$ cat config.mk
export PLATFORM = sky130hd
export DESIGN_NAME = rgb_test_pattern_generator_unit
export DESIGN_NICKNAME = d
export VERILOG_FILES = /design/src/design/rtpg_pkg.sv /design/src/design/rtpg_cfg.sv /design/src/design/rtpg_front.sv /design/src/design/rtpg_queue.sv /design/src/design/rtpg_back.sv /design/src/design/rgb_test_pattern_generator_unit.sv
export VERILOG_INCLUDE_DIRS = /design/src /design/src/design
export SDC_FILE = /design/constraint.sdc
export NUM_CORES = 1
export LEC_CHECK = 0
export BUFFER_PORTS_ARGS = -buffer_cell sky130_fd_sc_hd__buf_4
export CAP_MARGIN = 30
export CORE_MARGIN = 8
export CORE_UTILIZATION = 35
export DETAILED_ROUTE_END_ITERATION = 8
export PLACE_DENSITY = 0.56
export SKIP_CTS_REPAIR_TIMING = 1
export SLEW_MARGIN = 0
export SYNTH_ARGS = -nofsm -noshare
export SYNTH_HDL_FRONTEND = slang
export SYNTH_HIERARCHICAL = 1
export SYNTH_SLANG_ARGS = --single-unit
$ cat constraint.sdc
create_clock -name clk -period 10.75 [get_ports clk]
set_clock_uncertainty 0.15 [all_clocks]
set_input_delay 1.075 -clock clk [delete_from_list [all_inputs] [get_ports clk]]
set_output_delay 1.075 -clock clk [all_outputs]
set_load 0.01 [all_outputs]
$ cat src/design/rgb_test_pattern_generator_unit_assert.svh
// Assertion macros for the RGB test pattern generator.
// Uses the clk and arst_n names of the module that expands them.
`ifndef RGB_TEST_PATTERN_GENERATOR_UNIT_ASSERT_SVH
`define RGB_TEST_PATTERN_GENERATOR_UNIT_ASSERT_SVH
`ifndef SYNTHESIS
`define RTPG_ASSERT(label, prop) \
	label: assert property (@(posedge clk) disable iff (!arst_n) (prop)) \
		else $error("rtpg assertion failed");
`define RTPG_ASSERT_NEXT(label, pre, post) \
	label: assert property (@(posedge clk) disable iff (!arst_n) (pre) |=> (post)) \
		else $error("rtpg assertion failed");
`else
`define RTPG_ASSERT(label, prop)
`define RTPG_ASSERT_NEXT(label, pre, post)
`endif
`endif

$ cat src/design/rtpg_pkg.sv
// Shared types, constants and pixel packing functions of the RGB test pattern generator.
// No dependencies.
package rtpg_pkg;

	localparam int CROSS_HALF = 50;
	localparam int MAX_DIM    = 4096;
	localparam int MIN_DIM    = 16;
	localparam int MAX_BITS   = 8;
	localparam int MAX_SHIFT  = 24;
	localparam int EDGE_MARK  = 5;
	localparam int DIAG_SPAN  = 4;

	localparam int POS_W      = 12;
	localparam int DIM_W      = 13;
	localparam int BITS_W     = 4;
	localparam int SHIFT_W    = 5;
	localparam int BAND_W     = 6;
	localparam int GREY_W     = 5;
	localparam int PIX_W      = 32;
	localparam int LVL_W      = 8;
	localparam int QUO_W      = 5;
	localparam int DIV_W      = 17;
	localparam int CNT_W      = 3;
	localparam int SXY_W      = DIM_W + 2;
	localparam int CFG_IDX_W  = 4;
	localparam int CFG_DATA_W = 13;

	localparam int QDEPTH     = 2;
	localparam int QPTR_W     = $clog2(QDEPTH);
	localparam int QCNT_W     = $clog2(QDEPTH + 1);

	localparam logic [BAND_W-1:0] BAND_NONE = '1;
	localparam logic [BAND_W-1:0] BAND_LAST = BAND_W'(3 * MAX_BITS + 2);
	localparam logic [GREY_W-1:0] GREY_LAST = GREY_W'(MAX_BITS + 2);

	localparam logic [LVL_W-1:0] LVL_BLACK = 8'd0;
	localparam logic [LVL_W-1:0] LVL_HALF  = 8'd127;
	localparam logic [LVL_W-1:0] LVL_FULL  = 8'd255;

	typedef enum logic [CFG_IDX_W-1:0] {
		CFG_WIDTH  = 4'd0,
		CFG_HEIGHT = 4'd1,
		CFG_RBITS  = 4'd2,
		CFG_GBITS  = 4'd3,
		CFG_BBITS  = 4'd4,
		CFG_RSHIFT = 4'd5,
		CFG_GSHIFT = 4'd6,
		CFG_BSHIFT = 4'd7
	} cfg_idx_t;

	typedef enum logic [1:0] {
		BK_IDLE,
		BK_DIV,
		BK_EMIT
	} bk_state_t;

	// Clamped configuration plus values derived from it
	typedef struct packed {
		logic [DIM_W-1:0]   width;
		logic [DIM_W-1:0]   height;
		logic [BITS_W-1:0]  rl;
		logic [BITS_W-1:0]  gl;
		logic [BITS_W-1:0]  bl;
		logic [SHIFT_W-1:0] rs;
		logic [SHIFT_W-1:0] gs;
		logic [SHIFT_W-1:0] bs;
		logic [QUO_W-1:0]   p1;
		logic [QUO_W-1:0]   p2;
		logic [QUO_W-1:0]   p3;
		logic [BITS_W-1:0]  ml;
	} cfg_t;

	typedef struct packed {
		logic [POS_W-1:0] x;
		logic [POS_W-1:0] y;
		logic             le;
		logic             fe;
	} item_t;

	function automatic logic [PIX_W-1:0] chan(input logic [LVL_W-1:0] v,
			input logic [BITS_W-1:0] len, input logic [SHIFT_W-1:0] sh);
		logic [LVL_W:0]   mask;
		logic [LVL_W-1:0] f;
		mask = (9'd1 << len) - 9'd1;
		if (v == '0) begin
			f = '0;
		end else if (v <= LVL_W'(len)) begin
			f = LVL_W'(1) << (v - LVL_W'(1));
		end else begin
			f = mask[LVL_W-1:0];
		end
		return PIX_W'(f) << sh;
	endfunction

	function automatic logic [PIX_W-1:0] rgb(input logic [LVL_W-1:0] r,
			input logic [LVL_W-1:0] g, input logic [LVL_W-1:0] b, input cfg_t c);
		return chan(r, c.rl, c.rs) | chan(g, c.gl, c.gs) | chan(b, c.bl, c.bs);
	endfunction

endpackage

$ cat src/design/rtpg_cfg.sv
// Configuration registers of the RGB test pattern generator, clamped on write.
// Depends on rtpg_pkg.
module rtpg_cfg import rtpg_pkg::*; (
	input  logic                  clk,
	input  logic                  arst_n,
	input  logic                  cfg_wr_en,
	input  logic [CFG_IDX_W-1:0]  cfg_index,
	input  logic [CFG_DATA_W-1:0] cfg_data,
	output cfg_t                  cfg
);

	logic [DIM_W-1:0]   width_q, height_q;
	logic [BITS_W-1:0]  rl_q, gl_q, bl_q;
	logic [SHIFT_W-1:0] rs_q, gs_q, bs_q;
	logic [BITS_W-1:0]  min_rg, min_all;

	function automatic logic [DIM_W-1:0] clamp_dim(input logic [CFG_DATA_W-1:0] d);
		if (d < DIM_W'(MIN_DIM)) begin
			return DIM_W'(MIN_DIM);
		end else if (d > DIM_W'(MAX_DIM)) begin
			return DIM_W'(MAX_DIM);
		end
		return d;
	endfunction

	function automatic logic [BITS_W-1:0] clamp_bits(input logic [BITS_W-1:0] d);
		if (d == '0) begin
			return BITS_W'(1);
		end else if (d > BITS_W'(MAX_BITS)) begin
			return BITS_W'(MAX_BITS);
		end
		return d;
	endfunction

	function automatic logic [SHIFT_W-1:0] clamp_shift(input logic [SHIFT_W-1:0] d);
		return (d > SHIFT_W'(MAX_SHIFT)) ? SHIFT_W'(MAX_SHIFT) : d;
	endfunction

	always_ff @(posedge clk or negedge arst_n) begin
		if (!arst_n) begin
			width_q  <= 13'd640;
			height_q <= 13'd480;
			rl_q     <= 4'd5;
			gl_q     <= 4'd6;
			bl_q     <= 4'd5;
			rs_q     <= 5'd11;
			gs_q     <= 5'd5;
			bs_q     <= 5'd0;
		end else if (cfg_wr_en) begin
			case (cfg_index)
				CFG_WIDTH:  width_q  <= clamp_dim(cfg_data);
				CFG_HEIGHT: height_q <= clamp_dim(cfg_data);
				CFG_RBITS:  rl_q     <= clamp_bits(cfg_data[BITS_W-1:0]);
				CFG_GBITS:  gl_q     <= clamp_bits(cfg_data[BITS_W-1:0]);
				CFG_BBITS:  bl_q     <= clamp_bits(cfg_data[BITS_W-1:0]);
				CFG_RSHIFT: rs_q     <= clamp_shift(cfg_data[SHIFT_W-1:0]);
				CFG_GSHIFT: gs_q     <= clamp_shift(cfg_data[SHIFT_W-1:0]);
				CFG_BSHIFT: bs_q     <= clamp_shift(cfg_data[SHIFT_W-1:0]);
				default: ;
			endcase
		end
	end

	assign min_rg  = (rl_q < gl_q) ? rl_q : gl_q;
	assign min_all = (min_rg < bl_q) ? min_rg : bl_q;

	always_comb begin
		cfg.width  = width_q;
		cfg.height = height_q;
		cfg.rl     = rl_q;
		cfg.gl     = gl_q;
		cfg.bl     = bl_q;
		cfg.rs     = rs_q;
		cfg.gs     = gs_q;
		cfg.bs     = bs_q;
		// band boundaries: red bands, then green, then blue
		cfg.p1     = QUO_W'(rl_q) + QUO_W'(1);
		cfg.p2     = QUO_W'(rl_q) + QUO_W'(gl_q) + QUO_W'(2);
		cfg.p3     = QUO_W'(rl_q) + QUO_W'(gl_q) + QUO_W'(bl_q) + QUO_W'(3);
		cfg.ml     = min_all + BITS_W'(1);
	end

endmodule

$ cat src/design/rtpg_front.sv
// Front end: accepts pixel ticks and walks the raster counters.
// Depends on rtpg_pkg; feeds rtpg_queue.
module rtpg_front import rtpg_pkg::*; (
	input  logic  clk,
	input  logic  arst_n,
	input  cfg_t  cfg,
	input  logic  push,
	input  logic  restart_frame,
	output logic  full,
	output logic  q_wr,
	output item_t q_item,
	input  logic  q_full
);

	logic [POS_W-1:0] col_q, row_q;
	logic [POS_W-1:0] x, y;
	logic             le, fe;

	always_comb begin
		x = restart_frame ? '0 : col_q;
		y = restart_frame ? '0 : row_q;
		// counters left beyond a shrunk frame restart at zero
		if (DIM_W'(x) >= cfg.width) begin
			x = '0;
		end
		if (DIM_W'(y) >= cfg.height) begin
			y = '0;
		end
		le = (DIM_W'(x) + DIM_W'(1)) == cfg.width;
		fe = le && ((DIM_W'(y) + DIM_W'(1)) == cfg.height);
	end

	assign full        = q_full;
	assign q_wr        = push && !q_full;
	assign q_item.x    = x;
	assign q_item.y    = y;
	assign q_item.le   = le;
	assign q_item.fe   = fe;

	always_ff @(posedge clk or negedge arst_n) begin
		if (!arst_n) begin
			col_q <= '0;
			row_q <= '0;
		end else if (q_wr) begin
			if (le) begin
				col_q <= '0;
				row_q <= fe ? '0 : y + POS_W'(1);
			end else begin
				col_q <= x + POS_W'(1);
				row_q <= y;
			end
		end
	end

endmodule

$ cat src/design/rtpg_queue.sv
// Short item queue between the front and back ends.
// Depends on rtpg_pkg.
module rtpg_queue import rtpg_pkg::*; (
	input  logic  clk,
	input  logic  arst_n,
	input  logic  wr,
	input  item_t wdata,
	output logic  full,
	input  logic  rd,
	output item_t rdata,
	output logic  empty
);

	item_t              mem_q [QDEPTH];
	logic [QPTR_W-1:0]  wptr_q, rptr_q;
	logic [QCNT_W-1:0]  count_q;
	logic               do_wr, do_rd;

	assign full   = count_q == QCNT_W'(QDEPTH);
	assign empty  = count_q == '0;
	assign do_wr  = wr && !full;
	assign do_rd  = rd && !empty;
	assign rdata  = mem_q[rptr_q];

	always_ff @(posedge clk) begin
		if (do_wr) begin
			mem_q[wptr_q] <= wdata;
		end
	end

	always_ff @(posedge clk or negedge arst_n) begin
		if (!arst_n) begin
			wptr_q  <= '0;
			rptr_q  <= '0;
			count_q <= '0;
		end else begin
			if (do_wr) begin
				wptr_q <= wptr_q + QPTR_W'(1);
			end
			if (do_rd) begin
				rptr_q <= rptr_q + QPTR_W'(1);
			end
			if (do_wr && !do_rd) begin
				count_q <= count_q + QCNT_W'(1);
			end else if (do_rd && !do_wr) begin
				count_q <= count_q - QCNT_W'(1);
			end
		end
	end

endmodule

$ cat src/design/rtpg_back.sv
// Back end: per-row band/grey divider, pixel pattern logic and output register.
// Depends on rtpg_pkg and the assertion macro header.
`include "rgb_test_pattern_generator_unit_assert.svh"

module rtpg_back import rtpg_pkg::*; (
	input  logic             clk,
	input  logic             arst_n,
	input  cfg_t             cfg,
	input  logic             q_empty,
	input  item_t            q_item,
	output logic             q_rd,
	input  logic             pop,
	output logic             empty,
	output logic [PIX_W-1:0] pixel_value,
	output logic [POS_W-1:0] column,
	output logic [POS_W-1:0] row,
	output logic             line_end,
	output logic             frame_end
);

	localparam logic signed [SXY_W-1:0] CR_HALF = SXY_W'(CROSS_HALF);
	localparam logic signed [SXY_W-1:0] CR_MARK = SXY_W'(CROSS_HALF - EDGE_MARK);

	bk_state_t         state_q, state_d;
	item_t             item_q;
	logic [CNT_W-1:0]  div_cnt_q;
	logic [DIV_W-1:0]  rem_band_q, rem_grey_q, dsr_q;
	logic [QUO_W-1:0]  quo_band_q, quo_grey_q;
	logic [BAND_W-1:0] prev_band_q, row_band_q;
	logic [GREY_W-1:0] row_grey_q;
	logic              out_valid_q;
	logic [PIX_W-1:0]  pixel_q;
	logic [POS_W-1:0]  column_q, row_q;
	logic              line_end_q, frame_end_q;

	logic              load_out, start_div;
	logic              band_ge, grey_ge;
	logic [QUO_W-1:0]  band_quo_d, grey_quo_d;

	// pixel pattern signals
	logic [DIM_W-1:0]        x13, y13, hx, hy;
	logic                    first_row, last_row, x_lo, x_hi;
	logic                    edge_hit, edge_odd, border_hit, border_blk, band_hit;
	logic signed [SXY_W-1:0] dx, dy;
	logic                    in_cross, toggle, cross_white, diag, left_half, grey_over;
	logic [BAND_W-1:0]       p1e, p2e, p3e;
	logic [LVL_W-1:0]        band_r, band_g, band_b, lv_r, lv_g, lv_b;
	logic [GREY_W-1:0]       grey_r, grey_g, grey_b;
	logic [PIX_W-1:0]        pixel_d;

	// ---------------- control ----------------
	always_comb begin
		state_d   = state_q;
		q_rd      = 1'b0;
		start_div = 1'b0;
		load_out  = 1'b0;
		case (state_q)
			BK_IDLE: begin
				if (!q_empty) begin
					q_rd = 1'b1;
					if (q_item.x == '0) begin
						start_div = 1'b1;
						state_d   = BK_DIV;
					end else begin
						state_d = BK_EMIT;
					end
				end
			end
			BK_DIV: begin
				if (div_cnt_q == '0) begin
					state_d = BK_EMIT;
				end
			end
			BK_EMIT: begin
				if (!out_valid_q || pop) begin
					load_out = 1'b1;
					state_d  = BK_IDLE;
				end
			end
			default: state_d = BK_IDLE;
		endcase
	end

	always_ff @(posedge clk or negedge arst_n) begin
		if (!arst_n) begin
			state_q     <= BK_IDLE;
			out_valid_q <= 1'b0;
		end else begin
			state_q <= state_d;
			if (load_out) begin
				out_valid_q <= 1'b1;
			end else if (pop) begin
				out_valid_q <= 1'b0;
			end
		end
	end

	// ---------------- row divider ----------------
	// restoring division, one quotient bit per cycle for both row values
	assign band_ge    = rem_band_q >= dsr_q;
	assign grey_ge    = rem_grey_q >= dsr_q;
	assign band_quo_d = {quo_band_q[QUO_W-2:0], band_ge};
	assign grey_quo_d = {quo_grey_q[QUO_W-2:0], grey_ge};

	always_ff @(posedge clk) begin
		if (q_rd) begin
			item_q <= q_item;
		end
		if (start_div) begin
			rem_band_q <= DIV_W'(q_item.y) * DIV_W'(cfg.p3);
			rem_grey_q <= DIV_W'(q_item.y) * (DIV_W'(cfg.ml) + DIV_W'(1));
			dsr_q      <= DIV_W'(cfg.height) << (QUO_W - 1);
			div_cnt_q  <= CNT_W'(QUO_W - 1);
		end else if (state_q == BK_DIV) begin
			rem_band_q <= band_ge ? rem_band_q - dsr_q : rem_band_q;
			rem_grey_q <= grey_ge ? rem_grey_q - dsr_q : rem_grey_q;
			quo_band_q <= band_quo_d;
			quo_grey_q <= grey_quo_d;
			dsr_q      <= dsr_q >> 1;
			div_cnt_q  <= div_cnt_q - CNT_W'(1);
		end
		if (load_out) begin
			pixel_q     <= pixel_d;
			column_q    <= item_q.x;
			row_q       <= item_q.y;
			line_end_q  <= item_q.le;
			frame_end_q <= item_q.fe;
		end
	end

	always_ff @(posedge clk or negedge arst_n) begin
		if (!arst_n) begin
			prev_band_q <= BAND_NONE;
			row_band_q  <= '0;
			row_grey_q  <= GREY_W'(1);
		end else begin
			if (start_div) begin
				prev_band_q <= (q_item.y == '0) ? BAND_NONE : row_band_q;
			end
			if (state_q == BK_DIV && div_cnt_q == '0) begin
				row_band_q <= BAND_W'(band_quo_d);
				row_grey_q <= grey_quo_d + GREY_W'(1);
			end
		end
	end

	// ---------------- pixel pattern ----------------
	always_comb begin
		x13        = DIM_W'(item_q.x);
		y13        = DIM_W'(item_q.y);
		hx         = cfg.width >> 1;
		hy         = cfg.height >> 1;
		first_row  = item_q.y == '0;
		last_row   = (y13 + DIM_W'(1)) == cfg.height;
		x_lo       = x13 < DIM_W'(EDGE_MARK);
		x_hi       = x13 >= (cfg.width - DIM_W'(EDGE_MARK));
		edge_hit   = (first_row || last_row) && (x_lo || x_hi);
		// right-hand marks count from width-5, so their parity follows the width
		edge_odd   = x_lo ? item_q.x[0] : ~(item_q.x[0] ^ cfg.width[0]);

		border_hit = !first_row && !last_row &&
			(y13 < DIM_W'(EDGE_MARK) || (y13 + DIM_W'(EDGE_MARK)) >= cfg.height) &&
			(item_q.x == '0 || (x13 + DIM_W'(1)) == cfg.width);
		border_blk = (y13 < hy && item_q.y[0]) ||
			(y13 > hy && ~(cfg.height[0] ^ item_q.y[0]));

		p1e        = BAND_W'(cfg.p1);
		p2e        = BAND_W'(cfg.p2);
		p3e        = BAND_W'(cfg.p3);
		band_hit   = y13 >= DIM_W'(EDGE_MARK) && (y13 + DIM_W'(EDGE_MARK)) < cfg.height &&
			x13 < DIM_W'(2) && row_band_q != prev_band_q &&
			(row_band_q == '0 || row_band_q == p1e || row_band_q == p2e);

		dx         = $signed({2'b00, hx}) - $signed({3'b000, item_q.x});
		dy         = $signed({2'b00, hy}) - $signed({3'b000, item_q.y});
		in_cross   = dx <= CR_HALF && dx > -CR_HALF && dy <= CR_HALF && dy > -CR_HALF;
		toggle     = dx == dy || dx == -dy ||
			dx == -CR_MARK || dx == CR_MARK - SXY_W'(1) ||
			dy == -CR_MARK || dy == CR_MARK - SXY_W'(1);
		cross_white = toggle ^ dy[SXY_W-1];

		diag       = item_q.y < POS_W'(DIAG_SPAN) && item_q.x == (POS_W'(DIAG_SPAN) - item_q.y);
		left_half  = x13 < hx;
		grey_over  = row_grey_q > GREY_W'(cfg.ml);

		band_r     = (row_band_q < p1e) ? LVL_W'(row_band_q) + LVL_W'(1) : LVL_BLACK;
		band_g     = (row_band_q >= p1e && row_band_q < p2e) ?
			LVL_W'(row_band_q - p1e) + LVL_W'(1) : LVL_BLACK;
		band_b     = (row_band_q >= p2e && row_band_q < p3e) ?
			LVL_W'(row_band_q - p2e) + LVL_W'(1) : LVL_BLACK;

		grey_r     = row_grey_q + GREY_W'(cfg.rl) - GREY_W'(cfg.ml);
		grey_g     = row_grey_q + GREY_W'(cfg.gl) - GREY_W'(cfg.ml);
		grey_b     = row_grey_q + GREY_W'(cfg.bl) - GREY_W'(cfg.ml);

		if (edge_hit) begin
			lv_r = edge_odd ? LVL_BLACK : LVL_FULL;
			lv_g = lv_r;
			lv_b = lv_r;
		end else if (border_hit) begin
			lv_r = border_blk ? LVL_BLACK : LVL_FULL;
			lv_g = lv_r;
			lv_b = lv_r;
		end else if (band_hit) begin
			lv_r = LVL_HALF;
			lv_g = LVL_HALF;
			lv_b = LVL_HALF;
		end else if (in_cross) begin
			lv_r = cross_white ? LVL_FULL : LVL_BLACK;
			lv_g = lv_r;
			lv_b = lv_r;
		end else if (diag) begin
			lv_r = LVL_FULL;
			lv_g = LVL_FULL;
			lv_b = LVL_FULL;
		end else if (left_half) begin
			lv_r = band_r;
			lv_g = band_g;
			lv_b = band_b;
		end else if (grey_over) begin
			lv_r = LVL_FULL;
			lv_g = LVL_FULL;
			lv_b = LVL_FULL;
		end else begin
			lv_r = LVL_W'(grey_r);
			lv_g = LVL_W'(grey_g);
			lv_b = LVL_W'(grey_b);
		end
		pixel_d = rgb(lv_r, lv_g, lv_b, cfg);
	end

	assign empty       = !out_valid_q;
	assign pixel_value = pixel_q;
	assign column      = column_q;
	assign row         = row_q;
	assign line_end    = line_end_q;
	assign frame_end   = frame_end_q;

	// row band is a quotient below the band count, grey level at most min width + 2
	`RTPG_ASSERT(a_band_range, row_band_q <= BAND_LAST)
	`RTPG_ASSERT(a_grey_range, row_grey_q >= GREY_W'(1) && row_grey_q <= GREY_LAST)
	`RTPG_ASSERT_NEXT(a_div_done, state_q == BK_DIV && div_cnt_q == '0, state_q == BK_EMIT)
	`RTPG_ASSERT_NEXT(a_emit_wait, state_q == BK_EMIT && out_valid_q && !pop, state_q == BK_EMIT)

endmodule

$ cat src/design/rgb_test_pattern_generator_unit.sv
// Top level of the RGB test pattern generator: config registers, front end, item queue,
// back end. Depends on rtpg_pkg, rtpg_cfg, rtpg_front, rtpg_queue and rtpg_back.
//
//  channel   handshake          payload
//  --------  -----------------  -------------------------------------------------
//  input     push / full        restart_frame
//  result    pop / empty        pixel_value, column, row, line_end, frame_end
//  config    cfg_wr_en          cfg_index, cfg_data
//
// The front end takes one tick per cycle into a 2-entry queue while there is room.
// The back end reads each pixel from the queue, then builds its pattern; at column 0 it
// first divides, as the row band and grey level go through a 5-step restoring divider.
// A finished pixel sits in the output register until popped; the back end waits in its
// build state meanwhile and the queue fills behind it. Asynchronous reset restores the
// default configuration and the top-left raster position; there is no clearing pass.
module rgb_test_pattern_generator_unit import rtpg_pkg::*; (
	input  logic                  clk,
	input  logic                  arst_n,
	input  logic                  push,
	output logic                  full,
	input  logic                  restart_frame,
	output logic                  empty,
	input  logic                  pop,
	output logic [PIX_W-1:0]      pixel_value,
	output logic [POS_W-1:0]      column,
	output logic [POS_W-1:0]      row,
	output logic                  line_end,
	output logic                  frame_end,
	input  logic                  cfg_wr_en,
	input  logic [CFG_IDX_W-1:0]  cfg_index,
	input  logic [CFG_DATA_W-1:0] cfg_data
);

	cfg_t  cfg;
	logic  q_wr, q_full, q_rd, q_empty;
	item_t q_wdata, q_rdata;

	rtpg_cfg u_cfg (
		.clk       (clk),
		.arst_n    (arst_n),
		.cfg_wr_en (cfg_wr_en),
		.cfg_index (cfg_index),
		.cfg_data  (cfg_data),
		.cfg       (cfg)
	);

	rtpg_front u_front (
		.clk           (clk),
		.arst_n        (arst_n),
		.cfg           (cfg),
		.push          (push),
		.restart_frame (restart_frame),
		.full          (full),
		.q_wr          (q_wr),
		.q_item        (q_wdata),
		.q_full        (q_full)
	);

	rtpg_queue u_queue (
		.clk    (clk),
		.arst_n (arst_n),
		.wr     (q_wr),
		.wdata  (q_wdata),
		.full   (q_full),
		.rd     (q_rd),
		.rdata  (q_rdata),
		.empty  (q_empty)
	);

	rtpg_back u_back (
		.clk         (clk),
		.arst_n      (arst_n),
		.cfg         (cfg),
		.q_empty     (q_empty),
		.q_item      (q_rdata),
		.q_rd        (q_rd),
		.pop         (pop),
		.empty       (empty),
		.pixel_value (pixel_value),
		.column      (column),
		.row         (row),
		.line_end    (line_end),
		.frame_end   (frame_end)
	);

endmodule
Word level (Yosys, flattened, before mapping)
Memories as Yosys holds them, arrays and structs flattened. Cells that the tools add are included.

Register bits: 246. Bits in latches: 0. Memory bits (writable): 52. ROM bits: 0. Input port bits: 23. Memories kept: 1.

$add $sub $neg: 44. Multipliers: 2. Divide/modulo/power cells: 0. Magnitude comparators: 34. Equality and inequality tests: 27. Shift operators: 9. Mux-type cells: 94. Bitwise operators: 8. Reduce and logical (&&, ||, !) cells: 73.

Memory list: u_queue.mem_q (words 2, bits a word 26, read ports 1, clocked after Yosys merged registers in 0, wr ports 1, line rtpg_queue.sv:14) `item_t mem_q [QDEPTH];`.

Operators with widths (number): 8-bit 2-to-1 mux (33); 17-bit 2-to-1 mux (8); 8-bit by 5-bit left shift with 32-bit output (3); 12-bit 2-to-1 mux (7); 32-bit OR (2); 15-bit by 7-bit == test with 1-bit output, second input constant (4); 12-bit by 1-bit adder with 13-bit output, second input constant (4); 13-bit == test (4); 13-bit 2-to-1 mux (4); 12-bit zero test (4); 8-bit by 1-bit subtractor with 8-bit output, second input constant (6); 12-bit by 13-bit greater-or-equal comparator with 1-bit output (3); 12-bit by 3-bit less-than comparator with 1-bit output, second input constant (3); 17-bit greater-or-equal comparator (2); 17-bit subtractor (2); 15-bit == test (2); 15-bit by 7-bit > comparator with 1-bit output, second input constant (2); 15-bit by 7-bit <= comparator with 1-bit output, second input constant (2); 4-bit 2-to-1 mux (7); 1-bit 2-to-1 mux (26); 12-bit by 12-bit subtractor with 13-bit output (2); 12-bit by 1-bit adder with 12-bit output, second input constant (2); 8-bit by 4-bit <= comparator with 1-bit output (3); 8-bit zero test (3); other kinds (62) (153).

Logic depth before layout (Yosys ltp)
Word-level depth: 21. Gate-level depth with buffers: 42. Depth with buffers taken out: 41.

Hierarchy
Netlist, hierarchy kept.

By module, submodules not included: rtpg_back (instances 1, cells an instance 2641, area each 21812.2 sq um, seq. area each 4798.4 sq um); rtpg_front (instances 1, cells an instance 468, area each 3430.8 sq um, seq. area each 600.6 sq um); rtpg_cfg (instances 1, cells an instance 272, area each 2911.5 sq um, seq. area each 1347.5 sq um); rtpg_queue (instances 1, cells an instance 100, area each 2173.3 sq um, seq. area each 1661.6 sq um).

Worst setup path before layout
Ideal clock, no wire load.

Path kind: flip-flop to flip-flop. From: register u_cfg.gl_q[1]. To: register u_back.rem_grey_q[16], data pin. Library setup time: 269 ps. Arrival: 8250 ps. Data required time: 10331 ps. Path slack: 2081 ps. Stages on the path, launching flop included: 41. Cells stage by stage: dfstp_2 > inv_1 > ha_1 > nor2b_4 > o211ai_2 > nand2_1 > mux2_1 > ha_1 > a21oi_1 > nor3b_2 > a32oi_4 > nor2_1 > a21oi_1 > ha_1 > xnor2_1 > nand3_1 > xnor2_1 > clkbuf_1 > [5 not listed] > ha_1 > a21o_1 > a21oi_1 > nor2b_1 > nor2_1 > nor2_1 > o21ai_0 > nand2b_1 > a21oi_1 > nor2b_1 > o21a_1 > o21ai_0 > nand2b_1 > a21oi_1 > o21bai_1 > a21oi_1 > xor2_1 > o21ai_0.

RTL lines: start: declaration (line rtpg_cfg.sv:13) `logic [BITS_W-1:0] rl_q, gl_q, bl_q;`; start signal: assignment (line rtpg_cfg.sv:54) `CFG_GBITS: gl_q <= clamp_bits(cfg_data[BITS_W-1:0]);`; end signal: assignment (line rtpg_back.sv:111) `rem_grey_q <= DIV_W'(q_item.y) * (DIV_W'(cfg.ml) + DIV_W'(1));`; end signal: assignment (line rtpg_back.sv:116) `rem_grey_q <= grey_ge ? rem_grey_q - dsr_q : rem_grey_q;`; end: declaration (line rtpg_back.sv:27) `logic [DIV_W-1:0] rem_band_q, rem_grey_q, dsr_q;`.

==> metrics.md <==
| Metric | Value |
|---|---|
| Routed len/inst | `20.5 um` |
| DRC viols | `0` |
| Initial core utilization | `0.351` |
| Clk_lat worst skew | `0.58 ns` |
| Outcome | `finished, final reports clean` |
| Most common cell after layout, fill and taps aside | `nand2_1` |
| Ranking of synthesized cells by area | `edfxtp_1 19%, ha_1 10%, dfrtp_1 6.3%, fa_1 5.3%, nand2_1 4.2%` |
| Startpoint types | `register` |
| Final worst slack | `1.11 ns` |
| Layout cell share with drive strength beyond 1 | `0.102` |
| Post-synthesis sequential area ratio | `0.277` |
| Async SR Flop Fraction | `0.336` |
| Initial antenna violation count | `1` |
| Final net count | `3832` |
| Reg2Reg Launch Point | `u_cfg/gl_q[1]$_DFFE_PN1P_` |
| Vias in the first global route | `25.6k` |
| Die X | `310 um` |
| Cell taking the most area after synthesis | `edfxtp_1` |
| Place WS | `1.23 ns` |
| Largest net degree at the start of global routing | `60` |
| GRT overflow | `0` |
| Reg2reg setup slack | `1.11 ns` |
| Max-slew headroom | `0.325` |
| Synth Instances | `3481` |
| Ys Warns | `6` |
| Placer Congestion | `0.968` |
| Pre-Repair DR Iteration Count | `6` |
| CTS tree | `yes` |
| Die area | `96300 um^2` |
| Period utilization | `0.897` |
| Crit. Startpoint | `u_cfg/gl_q[1]$_DFFE_PN1P_` |
| Clock root cell | `clkbuf_16` |
| Hold Crit Class | `reg2reg` |
| Final min period | `9.64 ns` |
| Crit path to | `u_back/pixel_value[12]$_DFFE_PP_` |
| Worst Tran Pin Value | `1.01 ns` |
| Cell area after synthesis | `30300 um^2` |
| Synth top area share | `0.189` |
| #FFs+latches synth | `298` |
| Arrival time at the worst endpoint | `9.81 ns` |
| CTS H-Tree Depth | `2` |
| Cell Rows | `108` |
| FMAX | `0.104 GHz` |
| Most frequent cells in the layout | `341 x nand2_1, 306 x inv_1, 250 x ha_1, 216 x nor2_1, 191 x edfxtp_1` |
| Vias | `26.5k` |
| CTS Sinks | `298` |
| Area Growth Syn to Fin | `9.37%` |
| Worst Path Max Fanout | `11` |
| Global-route wire length before repair | `150 mm` |
| Chip Height | `310 um` |
| FILL cells | `8772` |
| Syn avg cell area | `8.71 um^2` |
| Post-synth EDFFs | `191` |
| Final setup fails | `0` |
| Ports | `83` |
| Slew Limit Fails | `0` |
| DR vias/cell | `5.69` |
| Total CTS buffers | `38` |
| Final Hold Vio Count | `0` |
| Post-Route Utilization | `0.384` |
| Critical Path Sink Type | `register` |
| Synth Flop Type | `edfxtp_1` |
| Total GRT Usage | `0.194` |
| Synth Net Count | `3834` |
| Critical R2R Capture | `u_back/pixel_value[12]$_DFFE_PP_` |
| PortBufs | `82` |
| Bufs on Longest Clock Path | `3` |
| Critical Path Max Stage Delay | `0.66 ns` |
| HPWL after DPL | `73.6 mm` |
| Critical setup path kind | `reg2reg` |
| Unrepaired setup endpoints after global routing | `no` |
| DR iter-0 viols | `2413` |
| R2R cell count | `38` |
| Worst path slowest cell | `dfstp_2` |
| Worst EP required | `10.92 ns` |
| WL final | `95.6 mm` |
| Synth unique cells | `133` |
| Clk slew on worst S/H paths | `0.06 ns` |
| Core Box Area | `86300 um^2` |
| Max-cap violations | `0` |
| Setup Total Neg Slack | `0 ns` |
| CP dominant cell by count | `ha_1` |
| Final antenna-violating net count | `0` |
critical path, delay by kind of cell (launching register included):
family / cells / cell delay (ns)
DFF: 1 / 0.66
and+or+nand+nor: 14 / 2.82
xor gates and xnor gates: 1 / 0.61
AOI/OAI and AO/OA: 14 / 2.96
buffers and inverters: 3 / 0.45
muxes: 2 / 0.67
adders and majority gates: 4 / 1.08
final cells by class:
class | count | area (um^2) | share of cell area
clock inverters | 22 | 213 | 0.00641
well taps | 1155 | 1450 | 0.0436
clock buffers | 47 | 995 | 0.0300
diodes | 1 | 2.50 | 0.0000754
flip-flops and latches | 298 | 8410 | 0.253
inverters | 310 | 1170 | 0.0352
multi-input cells | 2718 | 20100 | 0.606
repair buffers | 113 | 848 | 0.0256
sequential cells by signal, summed over array words and instances (netlist names), 5 cells and up:
signal,count
u_queue/mem_q,52
u_back/pixel_value,32
u_back/item_q,26
u_back/dsr_q,17
u_back/rem_band_q,17
u_back/rem_grey_q,17
u_cfg/height_q,13
u_cfg/width_q,13
u_back/column,12
u_back/row,12
u_front/col_q,12
u_front/row_q,12
u_back/prev_band_q,6
u_back/row_band_q,5
u_back/row_grey_q,5
u_cfg/bs_q,5
u_cfg/gs_q,5
u_cfg/rs_q,5
synth_stat cells (all sizes together), types with 45 or more instances:
library cell	instances
fa	80
edfxtp	191
nor2b	65
clkbuf	117
nor2	219
o21ai	200
inv	307
ha	250
nand2b	65
nand2	345
nor3	84
mux2	69
nand4	57
dfrtp	76
nand3	106
xnor2	142
xor2	69
a21oi	176
a21o	45
and2	96
layer usage:
layer,part of all wire,track usage
met1,0.45,0.268
met2,0.46,0.319
met3,0.057,0.0226
met4,0.027,0.0544
met5,0.00013,0
cells by family after synthesis:
group | count (synthesis) | synth area share
simple gates | 1233 | 0.211
compound gates | 844 | 0.194
buf+inv | 465 | 0.0611
fa+ha+maj | 330 | 0.156
flops | 298 | 0.277
xor+xnor | 212 | 0.0622
mux | 99 | 0.0391
how the worst min path moves through the flow:
stage                               start                    endpoint  slack [ns]  depth (start not counted)
2_1_floorplan  u_back/item_q[0]$_DFFE_PP_  u_back/frame_end$_DFFE_PP_        0.25                          0
3_3_place_gp   u_back/item_q[0]$_DFFE_PP_  u_back/frame_end$_DFFE_PP_        0.27                          0
3_5_place_dp   u_back/item_q[1]$_DFFE_PP_   u_back/line_end$_DFFE_PP_        0.26                          0
4_1_cts        u_back/item_q[0]$_DFFE_PP_  u_back/frame_end$_DFFE_PP_        0.27                          0
5_1_grt        u_back/item_q[0]$_DFFE_PP_  u_back/frame_end$_DFFE_PP_        0.27                          0
6_report       u_back/item_q[0]$_DFFE_PP_  u_back/frame_end$_DFFE_PP_        0.27                          0
per-stage QoR:
| step | hold slack (ns) | instances | cell area [um^2] |
|---|---|---|---|
| final | 0.267 | 4664 | 33200 |
| after global routing | 0.275 | 4663 | 33200 |
| after CTS | 0.269 | 4662 | 33200 |
| after detailed placement | 0.257 | 4593 | 32000 |
| after global placement | 0.267 | 4593 | 32000 |
| after floorplan | 0.250 | 3481 | 30300 |
Power is not shown: default switching activity piles up to over one toggle a cycle in this logic, so the estimate is an artifact.
